<file path="src/olid_pkg.sv">
// Shared types, constants and helpers for the ordered list block.
// No dependencies; imported by every module of the block.
package olid_pkg;

    // Store geometry
    localparam int CAPACITY = 16;
    localparam int IDX_W    = $clog2(CAPACITY);
    localparam int CNT_W    = $clog2(CAPACITY + 1);

    // Field widths of the item interfaces
    localparam int OP_W     = 3;
    localparam int VALUE_W  = 32;
    localparam int POS_W    = 5;
    localparam int COUNT_W  = 5;

    // Operation codes; the two unused codes behave as a query
    localparam logic [OP_W-1:0] OP_INS_FRONT = OP_W'(0);
    localparam logic [OP_W-1:0] OP_INS_BACK  = OP_W'(1);
    localparam logic [OP_W-1:0] OP_INS_POS   = OP_W'(2);
    localparam logic [OP_W-1:0] OP_DEL_FRONT = OP_W'(3);
    localparam logic [OP_W-1:0] OP_DEL_BACK  = OP_W'(4);
    localparam logic [OP_W-1:0] OP_QUERY     = OP_W'(5);

    typedef enum logic [1:0] {
        STAT_OK,
        STAT_BAD_POS,
        STAT_FULL,
        STAT_EMPTY
    } olid_status_t;

    typedef logic [IDX_W-1:0] olid_idx_t;
    typedef logic [CNT_W-1:0] olid_cnt_t;

    typedef struct packed {
        logic [OP_W-1:0]           op;
        logic signed [VALUE_W-1:0] value;
        logic [POS_W-1:0]          position;
    } olid_in_t;

    typedef struct packed {
        olid_status_t              status;
        logic [COUNT_W-1:0]        element_count;
        logic signed [VALUE_W-1:0] front_value;
        logic signed [VALUE_W-1:0] back_value;
    } olid_out_t;

    // Port requests to the node store
    typedef struct packed {
        logic                      link_we;
        olid_idx_t                 link_waddr;
        olid_idx_t                 link_wdata;
        olid_idx_t                 link_raddr;
        logic                      val_we;
        olid_idx_t                 val_waddr;
        logic signed [VALUE_W-1:0] val_wdata;
        olid_idx_t                 val_raddr;
    } olid_mem_req_t;

    typedef enum logic [2:0] {
        ST_IDLE,
        ST_WALK,
        ST_HEAD,
        ST_LINK2,
        ST_VREAD,
        ST_DONE
    } olid_state_t;

    typedef enum logic [2:0] {
        ACT_QUERY,
        ACT_REJECT,
        ACT_INS_FRONT,
        ACT_INS_BACK,
        ACT_INS_MID,
        ACT_CLEAR,
        ACT_DEL_FRONT,
        ACT_DEL_BACK
    } olid_act_t;

    // Lowest-numbered free node
    function automatic olid_idx_t lowest_free(input logic [CAPACITY-1:0] map);
        olid_idx_t idx;
        idx = '0;
        for (int i = CAPACITY - 1; i >= 0; i--) begin
            if (map[i]) begin
                idx = IDX_W'(i);
            end
        end
        return idx;
    endfunction

endpackage

</file>
<file path="src/ordered_list_insert_delete.sv">
// Queries, rejects, clears and inserts into an empty list go straight to the result; insert front/back
// adds a second link write; delete front reads the new head and then its value; insert at a position
// and delete back walk the chain at one link-memory read per cycle.
// One item at a time: the next item is taken once the result is in the output register.
// Reset (aresetn low, synchronous) empties the list without a memory clearing pass.
module ordered_list_insert_delete
    import olid_pkg::*;
(
    input  logic      aclk,
    input  logic      aresetn,
    input  logic      s_valid,
    output logic      s_ready,
    input  olid_in_t  s_payload,
    output logic      m_valid,
    input  logic      m_ready,
    output olid_out_t m_payload
);

    localparam int CMP_W = ((CNT_W > POS_W) ? CNT_W : POS_W) + 1;

    olid_state_t               state_reg, state_next;
    olid_idx_t                 head_reg, head_next;
    olid_idx_t                 tail_reg, tail_next;
    olid_cnt_t                 length_reg, length_next;
    logic [CAPACITY-1:0]       free_map_reg, free_map_next;
    logic signed [VALUE_W-1:0] front_reg, front_next;
    logic signed [VALUE_W-1:0] back_reg, back_next;
    olid_status_t              status_reg, status_next;
    olid_idx_t                 cur_reg, cur_next;
    olid_idx_t                 n_reg, n_next;
    logic [POS_W-1:0]          remaining_reg, remaining_next;
    logic                      del_mode_reg, del_mode_next;
    logic                      vread_front_reg, vread_front_next;
    olid_idx_t                 link2_addr_reg, link2_addr_next;
    olid_idx_t                 link2_data_reg, link2_data_next;
    olid_out_t                 out_reg, out_next;
    logic                      m_valid_reg, m_valid_next;

    olid_mem_req_t             req;
    olid_idx_t                 link_rdata;
    logic signed [VALUE_W-1:0] val_rdata;

    olid_act_t                 act;
    olid_status_t              act_status;
    olid_idx_t                 free_idx;
    logic                      accept;
    logic                      full;
    logic                      is_insert;
    logic                      is_delete;
    logic [CMP_W-1:0]          pos_ext;
    logic [CMP_W-1:0]          len_p1;
    logic                      walk_end;
    logic                      out_free;

    olid_store u_store (
        .aclk       (aclk),
        .req        (req),
        .link_rdata (link_rdata),
        .val_rdata  (val_rdata)
    );

    assign s_ready   = (state_reg == ST_IDLE);
    assign accept    = s_valid && s_ready;
    assign m_valid   = m_valid_reg;
    assign m_payload = out_reg;
    assign out_free  = !m_valid_reg || m_ready;
    assign free_idx  = lowest_free(free_map_reg);
    assign full      = (length_reg >= CNT_W'(CAPACITY));
    assign pos_ext   = CMP_W'(s_payload.position);
    assign len_p1    = CMP_W'(length_reg) + CMP_W'(1);
    assign walk_end  = del_mode_reg ? (link_rdata == tail_reg) : (remaining_reg == '0);

    // Decode the incoming item into one action
    always_comb begin
        is_insert  = (s_payload.op == OP_INS_FRONT) || (s_payload.op == OP_INS_BACK) ||
                     (s_payload.op == OP_INS_POS);
        is_delete  = (s_payload.op == OP_DEL_FRONT) || (s_payload.op == OP_DEL_BACK);
        act_status = STAT_OK;
        priority if ((s_payload.op == OP_INS_POS) &&
                     ((pos_ext == '0) || (pos_ext > len_p1))) begin
            act        = ACT_REJECT;
            act_status = STAT_BAD_POS;
        end else if (is_insert && full) begin
            act        = ACT_REJECT;
            act_status = STAT_FULL;
        end else if (is_delete && (length_reg == '0)) begin
            act        = ACT_REJECT;
            act_status = STAT_EMPTY;
        end else if ((s_payload.op == OP_INS_FRONT) ||
                     ((s_payload.op == OP_INS_POS) && (pos_ext == CMP_W'(1)))) begin
            act = ACT_INS_FRONT;
        end else if ((s_payload.op == OP_INS_BACK) ||
                     ((s_payload.op == OP_INS_POS) && (pos_ext == len_p1))) begin
            act = ACT_INS_BACK;
        end else if (s_payload.op == OP_INS_POS) begin
            act = ACT_INS_MID;
        end else if (is_delete && (length_reg == CNT_W'(1))) begin
            act = ACT_CLEAR;
        end else if (s_payload.op == OP_DEL_FRONT) begin
            act = ACT_DEL_FRONT;
        end else if (s_payload.op == OP_DEL_BACK) begin
            act = ACT_DEL_BACK;
        end else begin
            act = ACT_QUERY;
        end
    end

    // Next state
    always_comb begin
        state_next = state_reg;
        unique case (state_reg)
            ST_IDLE: begin
                if (accept) begin
                    unique case (act)
                        ACT_INS_FRONT,
                        ACT_INS_BACK:  state_next = (length_reg == '0) ? ST_DONE : ST_LINK2;
                        ACT_INS_MID,
                        ACT_DEL_BACK:  state_next = ST_WALK;
                        ACT_DEL_FRONT: state_next = ST_HEAD;
                        default:       state_next = ST_DONE;
                    endcase
                end
            end
            ST_WALK: begin
                if (walk_end) begin
                    state_next = del_mode_reg ? ST_VREAD : ST_LINK2;
                end
            end
            ST_HEAD:  state_next = ST_VREAD;
            ST_LINK2: state_next = ST_DONE;
            ST_VREAD: state_next = ST_DONE;
            ST_DONE: begin
                if (out_free) begin
                    state_next = ST_IDLE;
                end
            end
            default:  state_next = ST_IDLE;
        endcase
    end

    // Datapath, memory requests and result
    always_comb begin
        head_next        = head_reg;
        tail_next        = tail_reg;
        length_next      = length_reg;
        free_map_next    = free_map_reg;
        front_next       = front_reg;
        back_next        = back_reg;
        status_next      = status_reg;
        cur_next         = cur_reg;
        n_next           = n_reg;
        remaining_next   = remaining_reg;
        del_mode_next    = del_mode_reg;
        vread_front_next = vread_front_reg;
        link2_addr_next  = link2_addr_reg;
        link2_data_next  = link2_data_reg;
        out_next         = out_reg;
        m_valid_next     = m_valid_reg && !m_ready;

        req            = '0;
        req.link_raddr = head_reg;
        req.val_raddr  = cur_reg;
        req.val_waddr  = free_idx;
        req.val_wdata  = s_payload.value;

        unique case (state_reg)
            ST_IDLE: begin
                if (accept) begin
                    status_next = act_status;
                    n_next      = free_idx;
                    unique case (act)
                        // New node at the front of the chain
                        ACT_INS_FRONT: begin
                            req.val_we              = 1'b1;
                            free_map_next[free_idx] = 1'b0;
                            length_next             = length_reg + CNT_W'(1);
                            front_next              = s_payload.value;
                            head_next               = free_idx;
                            req.link_we             = 1'b1;
                            req.link_waddr          = free_idx;
                            if (length_reg == '0) begin
                                tail_next      = free_idx;
                                back_next      = s_payload.value;
                                req.link_wdata = free_idx;
                            end else begin
                                req.link_wdata  = head_reg;
                                link2_addr_next = tail_reg;
                                link2_data_next = free_idx;
                            end
                        end
                        // New node at the back of the chain
                        ACT_INS_BACK: begin
                            req.val_we              = 1'b1;
                            free_map_next[free_idx] = 1'b0;
                            length_next             = length_reg + CNT_W'(1);
                            back_next               = s_payload.value;
                            tail_next               = free_idx;
                            req.link_we             = 1'b1;
                            req.link_wdata          = free_idx;
                            if (length_reg == '0) begin
                                head_next      = free_idx;
                                front_next     = s_payload.value;
                                req.link_waddr = free_idx;
                            end else begin
                                req.link_waddr  = tail_reg;
                                link2_addr_next = free_idx;
                                link2_data_next = head_reg;
                            end
                        end
                        // Store the value, then walk to the predecessor
                        ACT_INS_MID: begin
                            req.val_we              = 1'b1;
                            free_map_next[free_idx] = 1'b0;
                            length_next             = length_reg + CNT_W'(1);
                            cur_next                = head_reg;
                            remaining_next          = s_payload.position - POS_W'(2);
                            del_mode_next           = 1'b0;
                        end
                        ACT_CLEAR: begin
                            free_map_next[head_reg] = 1'b1;
                            head_next               = '0;
                            tail_next               = '0;
                            length_next             = '0;
                            front_next              = '0;
                            back_next               = '0;
                        end
                        // Read the successor of the head
                        ACT_DEL_FRONT: begin
                            free_map_next[head_reg] = 1'b1;
                            length_next             = length_reg - CNT_W'(1);
                            vread_front_next        = 1'b1;
                        end
                        // Walk until the node that links to the tail
                        ACT_DEL_BACK: begin
                            free_map_next[tail_reg] = 1'b1;
                            length_next             = length_reg - CNT_W'(1);
                            cur_next                = head_reg;
                            del_mode_next           = 1'b1;
                            vread_front_next        = 1'b0;
                        end
                        default: begin
                        end
                    endcase
                end
            end
            // One link read per cycle; read data is the link of cur_reg
            ST_WALK: begin
                if (walk_end) begin
                    req.link_we = 1'b1;
                    if (del_mode_reg) begin
                        tail_next      = cur_reg;
                        req.link_waddr = cur_reg;
                        req.link_wdata = head_reg;
                        req.val_raddr  = cur_reg;
                    end else begin
                        req.link_waddr  = n_reg;
                        req.link_wdata  = link_rdata;
                        link2_addr_next = cur_reg;
                        link2_data_next = n_reg;
                    end
                end else begin
                    cur_next       = link_rdata;
                    req.link_raddr = link_rdata;
                    if (!del_mode_reg) begin
                        remaining_next = remaining_reg - POS_W'(1);
                    end
                end
            end
            // New head arrives; close the ring and fetch its value
            ST_HEAD: begin
                head_next      = link_rdata;
                req.link_we    = 1'b1;
                req.link_waddr = tail_reg;
                req.link_wdata = link_rdata;
                req.val_raddr  = link_rdata;
            end
            ST_LINK2: begin
                req.link_we    = 1'b1;
                req.link_waddr = link2_addr_reg;
                req.link_wdata = link2_data_reg;
            end
            ST_VREAD: begin
                if (vread_front_reg) begin
                    front_next = val_rdata;
                end else begin
                    back_next = val_rdata;
                end
            end
            // Load the result once the output register is free
            ST_DONE: begin
                if (out_free) begin
                    out_next.status        = status_reg;
                    out_next.element_count = COUNT_W'(length_reg);
                    out_next.front_value   = front_reg;
                    out_next.back_value    = back_reg;
                    m_valid_next           = 1'b1;
                end
            end
            default: begin
            end
        endcase
    end

    // Control and list state
    always_ff @(posedge aclk) begin
        if (!aresetn) begin
            state_reg    <= ST_IDLE;
            head_reg     <= '0;
            tail_reg     <= '0;
            length_reg   <= '0;
            free_map_reg <= '1;
            front_reg    <= '0;
            back_reg     <= '0;
            m_valid_reg  <= 1'b0;
        end else begin
            state_reg    <= state_next;
            head_reg     <= head_next;
            tail_reg     <= tail_next;
            length_reg   <= length_next;
            free_map_reg <= free_map_next;
            front_reg    <= front_next;
            back_reg     <= back_next;
            m_valid_reg  <= m_valid_next;
        end
    end

    // Working registers and result payload
    always_ff @(posedge aclk) begin
        status_reg      <= status_next;
        cur_reg         <= cur_next;
        n_reg           <= n_next;
        remaining_reg   <= remaining_next;
        del_mode_reg    <= del_mode_next;
        vread_front_reg <= vread_front_next;
        link2_addr_reg  <= link2_addr_next;
        link2_data_reg  <= link2_data_next;
        out_reg         <= out_next;
    end

endmodule

</file>
<file path="src/olid_store.sv">
// Node store: link memory and value memory, one write and one read port each.
// Read data is registered. Depends on olid_pkg.
module olid_store
    import olid_pkg::*;
(
    input  logic                      aclk,
    input  olid_mem_req_t             req,
    output olid_idx_t                 link_rdata,
    output logic signed [VALUE_W-1:0] val_rdata
);

    logic [IDX_W-1:0]   link_mem [CAPACITY];
    logic [VALUE_W-1:0] val_mem  [CAPACITY];

    olid_idx_t          link_rdata_reg;
    logic [VALUE_W-1:0] val_rdata_reg;

    // Link memory: write, then registered read
    always_ff @(posedge aclk) begin
        if (req.link_we) begin
            link_mem[req.link_waddr] <= req.link_wdata;
        end
        link_rdata_reg <= link_mem[req.link_raddr];
    end

    // Value memory: write, then registered read
    always_ff @(posedge aclk) begin
        if (req.val_we) begin
            val_mem[req.val_waddr] <= req.val_wdata;
        end
        val_rdata_reg <= val_mem[req.val_raddr];
    end

    assign link_rdata = link_rdata_reg;
    assign val_rdata  = $signed(val_rdata_reg);

endmodule

</file>
<file path="config.mk">
export PLATFORM = sky130hd
export DESIGN_NAME = ordered_list_insert_delete
export DESIGN_NICKNAME = d
export VERILOG_FILES = /design/src/olid_pkg.sv /design/src/ordered_list_insert_delete.sv /design/src/olid_store.sv
export SDC_FILE = /design/constraint.sdc
export NUM_CORES = 1
export LEC_CHECK = 0
export ABC_CLOCK_PERIOD_IN_PS = 13600
export BUFFER_PORTS_ARGS = -buffer_cell sky130_fd_sc_hd__buf_2
export CAP_MARGIN = 40
export CORE_MARGIN = 1.5
export CORE_UTILIZATION = 60
export DETAILED_ROUTE_END_ITERATION = 16
export HOLD_SLACK_MARGIN = 0.15
export PLACE_DENSITY = 0.75
export SYNTH_ARGS = -nofsm -noshare
export SYNTH_HDL_FRONTEND = slang
export SYNTH_SLANG_ARGS = --single-unit
export TNS_END_PERCENT = 30
</file>
<file path="constraint.sdc">
create_clock -name aclk -period 13.6 [get_ports aclk]
set_clock_uncertainty 0.2 [all_clocks]
set_input_delay 1.36 -clock aclk [delete_from_list [all_inputs] [get_ports aclk]]
set_output_delay 1.36 -clock aclk [all_outputs]
set_load 0.005 [all_outputs]
</file>
Word-level counts from Yosys, hierarchy flattened
Memories as Yosys holds them, arrays and structs flattened. A register that Yosys moved wholly into a read port is not among the register bits.
Cells that the tools add are included.
{"block": "totals", "reg_bits": 193, "ramBits": 576, "inputBits": 44, "out_inout_bits": 73, "wordCells": 229, "n_memories": 2}
{"block": "classes", "add_sub_neg": 5, "order_cmp": 8, "n_eq_ne": 35, "muxes": 103, "bitwise": 4, "reduce_logical": 52}
{"memory": "u_store.val_mem", "depth": 16, "width": 32, "read_ports": 1, "rd_ports_with_merged_regs": 1, "write_ports": 1, "line": "olid_store.sv:13", "rtl": "logic [VALUE_W-1:0] val_mem [CAPACITY];"}
{"memory": "u_store.link_mem", "depth": 16, "width": 4, "read_ports": 1, "rd_ports_with_merged_regs": 1, "write_ports": 1, "line": "olid_store.sv:12", "rtl": "logic [IDX_W-1:0] link_mem [CAPACITY];"}
{"operator": "32-bit one-hot mux with 3 select lines", "n": 2}
{"operator": "32-bit two-way mux", "n": 5}
{"operator": "4-bit two-way mux", "n": 37}
{"operator": "32-bit one-hot mux with 2 select lines", "n": 2}
{"operator": "4-bit one-hot mux with 2 select lines", "n": 7}
{"operator": "16-bit one-hot mux with 3 select lines", "n": 1}
{"operator": "3-bit two-way mux", "n": 14}
{"operator": "9-bit one-hot mux with 4 select lines", "n": 1}
{"operator": "16-bit OR", "n": 2}
{"operator": "4-bit one-hot mux with 3 select lines", "n": 2}
{"operator": "3-bit == test (second input constant)", "n": 7}
{"operator": "5-bit two-way mux", "n": 4}
{"operator": "5-bit AND reduction", "n": 4}
{"operator": "3-bit by 2-bit == test with 1-bit output (second input constant)", "n": 6}
{"operator": "9-bit two-way mux", "n": 2}
{"operator": "9-bit one-hot mux with 2 select lines", "n": 1}
{"operator": "3-bit AND reduction", "n": 6}
{"operator": "16-bit AND", "n": 1}
{"operator": "2-bit inequality test (second input constant)", "n": 8}
{"operator": "16-bit NOT", "n": 1}
{"operator": "4-bit by 5-bit < comparator with 1-bit output (second input constant)", "n": 3}
{"operator": "3-bit one-hot mux with 5 select lines", "n": 1}
{"operator": "5-bit one-hot mux with 3 select lines", "n": 1}
{"operator": "1-bit two-way mux", "n": 13}
{"operator": "other kinds (34)", "n": 76}

Logic depth before layout (Yosys ltp)
{"block": "logic_depth", "ltp_word": 23, "depth_mapped": 14, "depth_no_buf": 12}

By module
Synthesis repeated with hierarchy kept, for this count alone.
{"block": "hier_totals", "cells_unflattened": 1903, "hier_area_um2": 31661.6}
{"module": "olid_store", "instances": 1, "cells_each": 968, "area_per_inst_um2": 22430.3, "seq_area_each_um2": 18017.3}
{"module": "ordered_list_insert_delete", "instances": 1, "cells_each": 935, "area_per_inst_um2": 9231.4, "seq_area_each_um2": 4824.6}

Least setup slack after synthesis
Ideal clock, no wire load.
{"block": "synth_path", "kind": "input -> register", "start": "input port m_ready", "end": "register out_reg (netlist bit m_payload[0]) (enable)", "arrival_time_ns": 4.660, "setup_slack_ns": 8.232, "stages": 2, "n_path_buf": 0, "path_cell_list": "nand2b_1 nor2b_1"}
{"block": "synth_via", "elab_chain_len": 2}
{"element": "start, declared", "line": "ordered_list_insert_delete.sv:15", "rtl": "input logic m_ready,"}
{"element": "1-bit logical OR", "line": "ordered_list_insert_delete.sv:66", "rtl": "assign out_free = !m_valid_reg || m_ready;"}
{"element": "2-bit AND reduction (no line)"}
{"element": "end signal, assigned", "line": "ordered_list_insert_delete.sv:337", "rtl": "out_reg <= out_next;"}
{"element": "end, declared", "line": "ordered_list_insert_delete.sv:36", "rtl": "olid_out_t out_reg, out_next;"}
Every way passes these cells.
A chain may end at the register's enable or synchronous reset.

Final worst setup path
{"block": "layout_path", "start": "register length_reg[0]", "end": "memory u_store.val_mem[3][27] (enable)"}
{"block": "layout_via", "elab_chain_len": 16, "elab_cells_between_ends": 29}
{"element": "start, declared", "line": "ordered_list_insert_delete.sv:24", "rtl": "olid_cnt_t length_reg, length_next;"}
{"element": "start signal, assigned", "line": "ordered_list_insert_delete.sv:319", "rtl": "length_reg <= length_next;"}
{"element": "5-bit by 1-bit adder with 6-bit output or 5-bit by 1-bit == test with 1-bit output (tied branches)", "line": "ordered_list_insert_delete.sv:70, ordered_list_insert_delete.sv:97"}
{"element": "5-bit by 6-bit == test with 1-bit output or 1-bit logical AND (tied branches)", "line": "ordered_list_insert_delete.sv:93, ordered_list_insert_delete.sv:97"}
{"element": "1-bit logical AND or 3-bit two-way mux (tied branches)", "line": "ordered_list_insert_delete.sv:93, ordered_list_insert_delete.sv:97"}
{"element": "1-bit logical OR or 3-bit two-way mux (tied branches)", "line": "ordered_list_insert_delete.sv:92, ordered_list_insert_delete.sv:95"}
{"element": "3-bit two-way mux", "line": "ordered_list_insert_delete.sv:92", "rtl": "end else if ((s_payload.op == OP_INS_BACK) ||"}
{"element": "3-bit two-way mux", "line": "ordered_list_insert_delete.sv:89", "rtl": "end else if ((s_payload.op == OP_INS_FRONT) ||"}
{"element": "3-bit two-way mux", "line": "ordered_list_insert_delete.sv:86", "rtl": "end else if (is_delete && (length_reg == '0)) begin"}
{"element": "3-bit two-way mux", "line": "ordered_list_insert_delete.sv:83", "rtl": "end else if (is_insert && full) begin"}
{"element": "3-bit two-way mux (*)", "line": "ordered_list_insert_delete.sv:79", "rtl": "priority if ((s_payload.op == OP_INS_POS) &&"}
{"element": "3-bit by 2-bit == test with 1-bit output or 3-bit == test (tied branches)", "line": "ordered_list_insert_delete.sv:171", "rtl": "unique case (act)"}
{"element": "3-bit OR reduction (no line) (*)"}
{"element": "1-bit two-way mux (*)", "line": "ordered_list_insert_delete.sv:171"}
{"element": "1-bit two-way mux (*)", "line": "ordered_list_insert_delete.sv:168", "rtl": "if (accept) begin"}
{"element": "1-bit two-way mux (*)", "line": "ordered_list_insert_delete.sv:166", "rtl": "unique case (state_reg)"}
{"element": "1-bit two-way mux (*)", "line": "olid_store.sv:28", "rtl": "if (req.val_we) begin"}
{"element": "1-bit two-way mux (not written as such) (*)", "line": "olid_store.sv:29", "rtl": "val_mem[req.val_waddr] <= req.val_wdata;"}
{"element": "end, declared", "line": "olid_store.sv:13"}
Mark *: on every way between the ends. The rest lies on a longest branch, timed or not.

==> flow_summary.ini <==
[placement]
hpwlAfterDp_mm = 46.2
numPortBuffers = 116
gp_congestion = 0.925
placed_area_mm2 = 0.0339
dp_cells = 2799

[logic_synthesis]
synth-seq-cells = 805
synth_cell_type_count = 79
synth_top_family_by_area = multiplexers
synthArstFlopShare_pct = 0
ys_seq_area_share_pct = 70.7
synth_xor_area_share_pct = 0.271
synth_edf_count = 672
yosys.area.top_type_share_pct = 62.4
syn_nets = 2137
yosys.area.top_type = edfxtp_1
ys_warn_count = 0
synth-compound-area-share_pct = 7.17
synthCells = 2083
syn_avg_cell_area_um2 = 15.5
syn_area_mm2 = 0.0323
yosys.area_share.adder_pct = 0.387
synth-simple-area-share_pct = 8.23
synth.area.mux_share_pct = 11.0
postSynth.topFlopCell = edfxtp_1
synthTopCellsByArea = edfxtp_1 (62%), mux4_2 (8.9%), dfxtp_1 (8.2%)

[layout]
regMostFlops = u_store.val_mem
stdcell_count = 2948
drive_gt1_share_pct = 20.6
largest_reg_flops = 512
nFillCells = 3338
layout_common_cells = edfxtp_1 (672), nand2_1 (243), dfxtp_1 (133)
final_area_mm2 = 0.0365
final_common_cell = edfxtp_1
nNetsFinal = 2247
area_growth_pct = 13.0

[floorplan]
core_area_mm2 = 0.0529
die_w_um = 235
die_area_mm2 = 0.0553
rows = 84
io_pins = 117
die_height_um = 235
start_util_pct = 61.1

[drt]
totalWireLength_mm = 77.8
ant_nets = 0
drc = 0
drt_iter0_markers = 2455
vias = 19355
first_pass_iters = 8
drt-wirelength-per-cell_um = 26.4
via_per_inst = 6.57

[cts]
cts_setup_buffers = 0
cts_root_buf = clkbuf_16
ctsHoldBuffers = 0
cts_resized = 0
clock_latency_ns = 0.63
cts_tree = yes
cts_sinks = 805
htree_levels = 3
cts_made_buffers = 80
clk_pin_slew_worst_paths_ns = 0.06
clockBufferDepth = 3

[timing]
rsz0062_at_grt = no
slew_violations = 0
max_freq_mhz = 201
fin_tns_setup_ns = 0
worst_pin_slew_ns = 0.948
period_needed_ns = 4.97
timing.final.hold_violations = 0
relSlewSlack_pct = 36.1
setup_viol = 0
period_share_pct = 36.5

[grt]
gr-total-overflow = 0
antenna_found_initial = 5
first_global_vias = 18838
grt_max_degree = 129
grt_pass1_wl_mm = 117
grt_use_total_pct = 28.2

[power_and_ir_drop]
ir_drop_mv = 0.145
p_per_area_mw_per_mm2 = 182
power.leakage_nw = 12.3

[critical_path]
cpMaxStageDelayCell = nor2_4
path_buf_inv = 1
critPathKind = register to register
critPathMaxStageDelay_ns = 0.65
endpoint_kind = register
crit_arrival_ns = 5.05
startpoint_type = register
crit_chain = ha_1 -> nand3_1 -> xor2_1 -> ha_1 -> nand3_1 -> o211ai_1 -> a211oi_2 -> nor3_1 -> and2_1 -> nand3_1 -> nor2_4 -> buf_4
crit_path_frequent_cell = nand3_1
worstPathMaxFanout = 18
path_delay_family = simple AND/OR/NAND/NOR gates
cp_data_required_time_ns = 13.68

[min_path]
worstHoldPathType = register to register

[flow_run]
maxCapViolations = 0

[run_status]
status = completed
## cell type report
| cell class | count | area [um^2] | area share, % |
|---|---|---|---|
| clock inverter | 38 | 375 | 1.03 |
| timing repair buffer | 164 | 1230 | 3.37 |
| sequential | 805 | 22800 | 62.6 |
| clock buffer | 109 | 2190 | 6.00 |
| multi-input combinational | 1119 | 8920 | 24.4 |
| antenna | 2 | 5.00 | 0.0137 |
| inverter | 23 | 86.3 | 0.236 |
| tap | 688 | 861 | 2.36 |
## where the power goes
| part | internal (W) | leakage (nW) | switching [W] | total (W) |
|---|---|---|---|---|
| Sequential | 0.00285 | 7.18 | 0.0000892 | 0.00294 |
| Clock | 0.00124 | 1.26 | 0.000929 | 0.00216 |
| Combinational | 0.000621 | 3.84 | 0.000913 | 0.00153 |
| Total | 0.00470 | 12.3 | 0.00193 | 0.00663 |
## routing by layer
| layer | wire length [um] | track usage (%) | vias to the layer above |
|---|---|---|---|
| li1 | - | - | 8366 |
| met1 | 31800 | 40.3 | 9788 |
| met2 | 37000 | 43.9 | 1028 |
| met3 | 6660 | 5.56 | 173 |
| met4 | 2310 | 9.98 | 0 |
| met5 | 0 | 0 | - |
## Yosys cell counts (all sizes together), types with 23 or more instances
cell type / instances
mux2i: 52
o21ai: 83
edfxtp: 672
nand2: 245
nand3: 86
a31oi: 51
nor2: 88
mux4: 128
a211oi: 36
inv: 23
buf: 56
dfxtp: 133
o22ai: 66
a21oi: 38
clkbuf: 80
and2: 42
## per-stage QoR
stage / total power [W] / hold slack, ns / setup WS (ns) / util (%)
after floorplan: 0.00405 / 0.200 / 8.23 / -
after CTS: 0.00666 / 0.224 / 8.72 / 69.1
final: 0.00663 / 0.224 / 8.63 / 69.1
after global routing: 0.00687 / 0.237 / 8.41 / 69.1
after global placement: 0.00443 / 0.200 / 8.44 / 63.4
after detailed placement: 0.00449 / 0.215 / 8.30 / 64.2
## path summary, 6_finish.rpt
check | start | end | slack, ns | depth (start not counted)
worst max-delay path | length_reg[0]$_SDFFE_PN0P_ | u_store.val_mem[3][27]$_DFFE_PP_ | 8.63 | 12
worst min register to register | front_reg[25]$_SDFFE_PN0P_ | m_payload[57]$_DFFE_PP_ | 0.22 | 0
worst max register to register | length_reg[0]$_SDFFE_PN0P_ | u_store.val_mem[3][27]$_DFFE_PP_ | 8.63 | 12
worst min-delay path | front_reg[25]$_SDFFE_PN0P_ | m_payload[57]$_DFFE_PP_ | 0.22 | 0
## kinds of logic (layout without fill, tap and decap cells)
| group | count (synthesis) | count (layout) |
|---|---|---|
| buf+inv | 159 | 334 |
| flops | 805 | 805 |
| other cells | 0 | 2 |
| fa+ha+maj | 10 | 10 |
| mux | 190 | 190 |
| compound gates | 355 | 355 |
| xor+xnor | 10 | 10 |
| simple gates | 554 | 554 |
(Power assumes the default switching activity.)
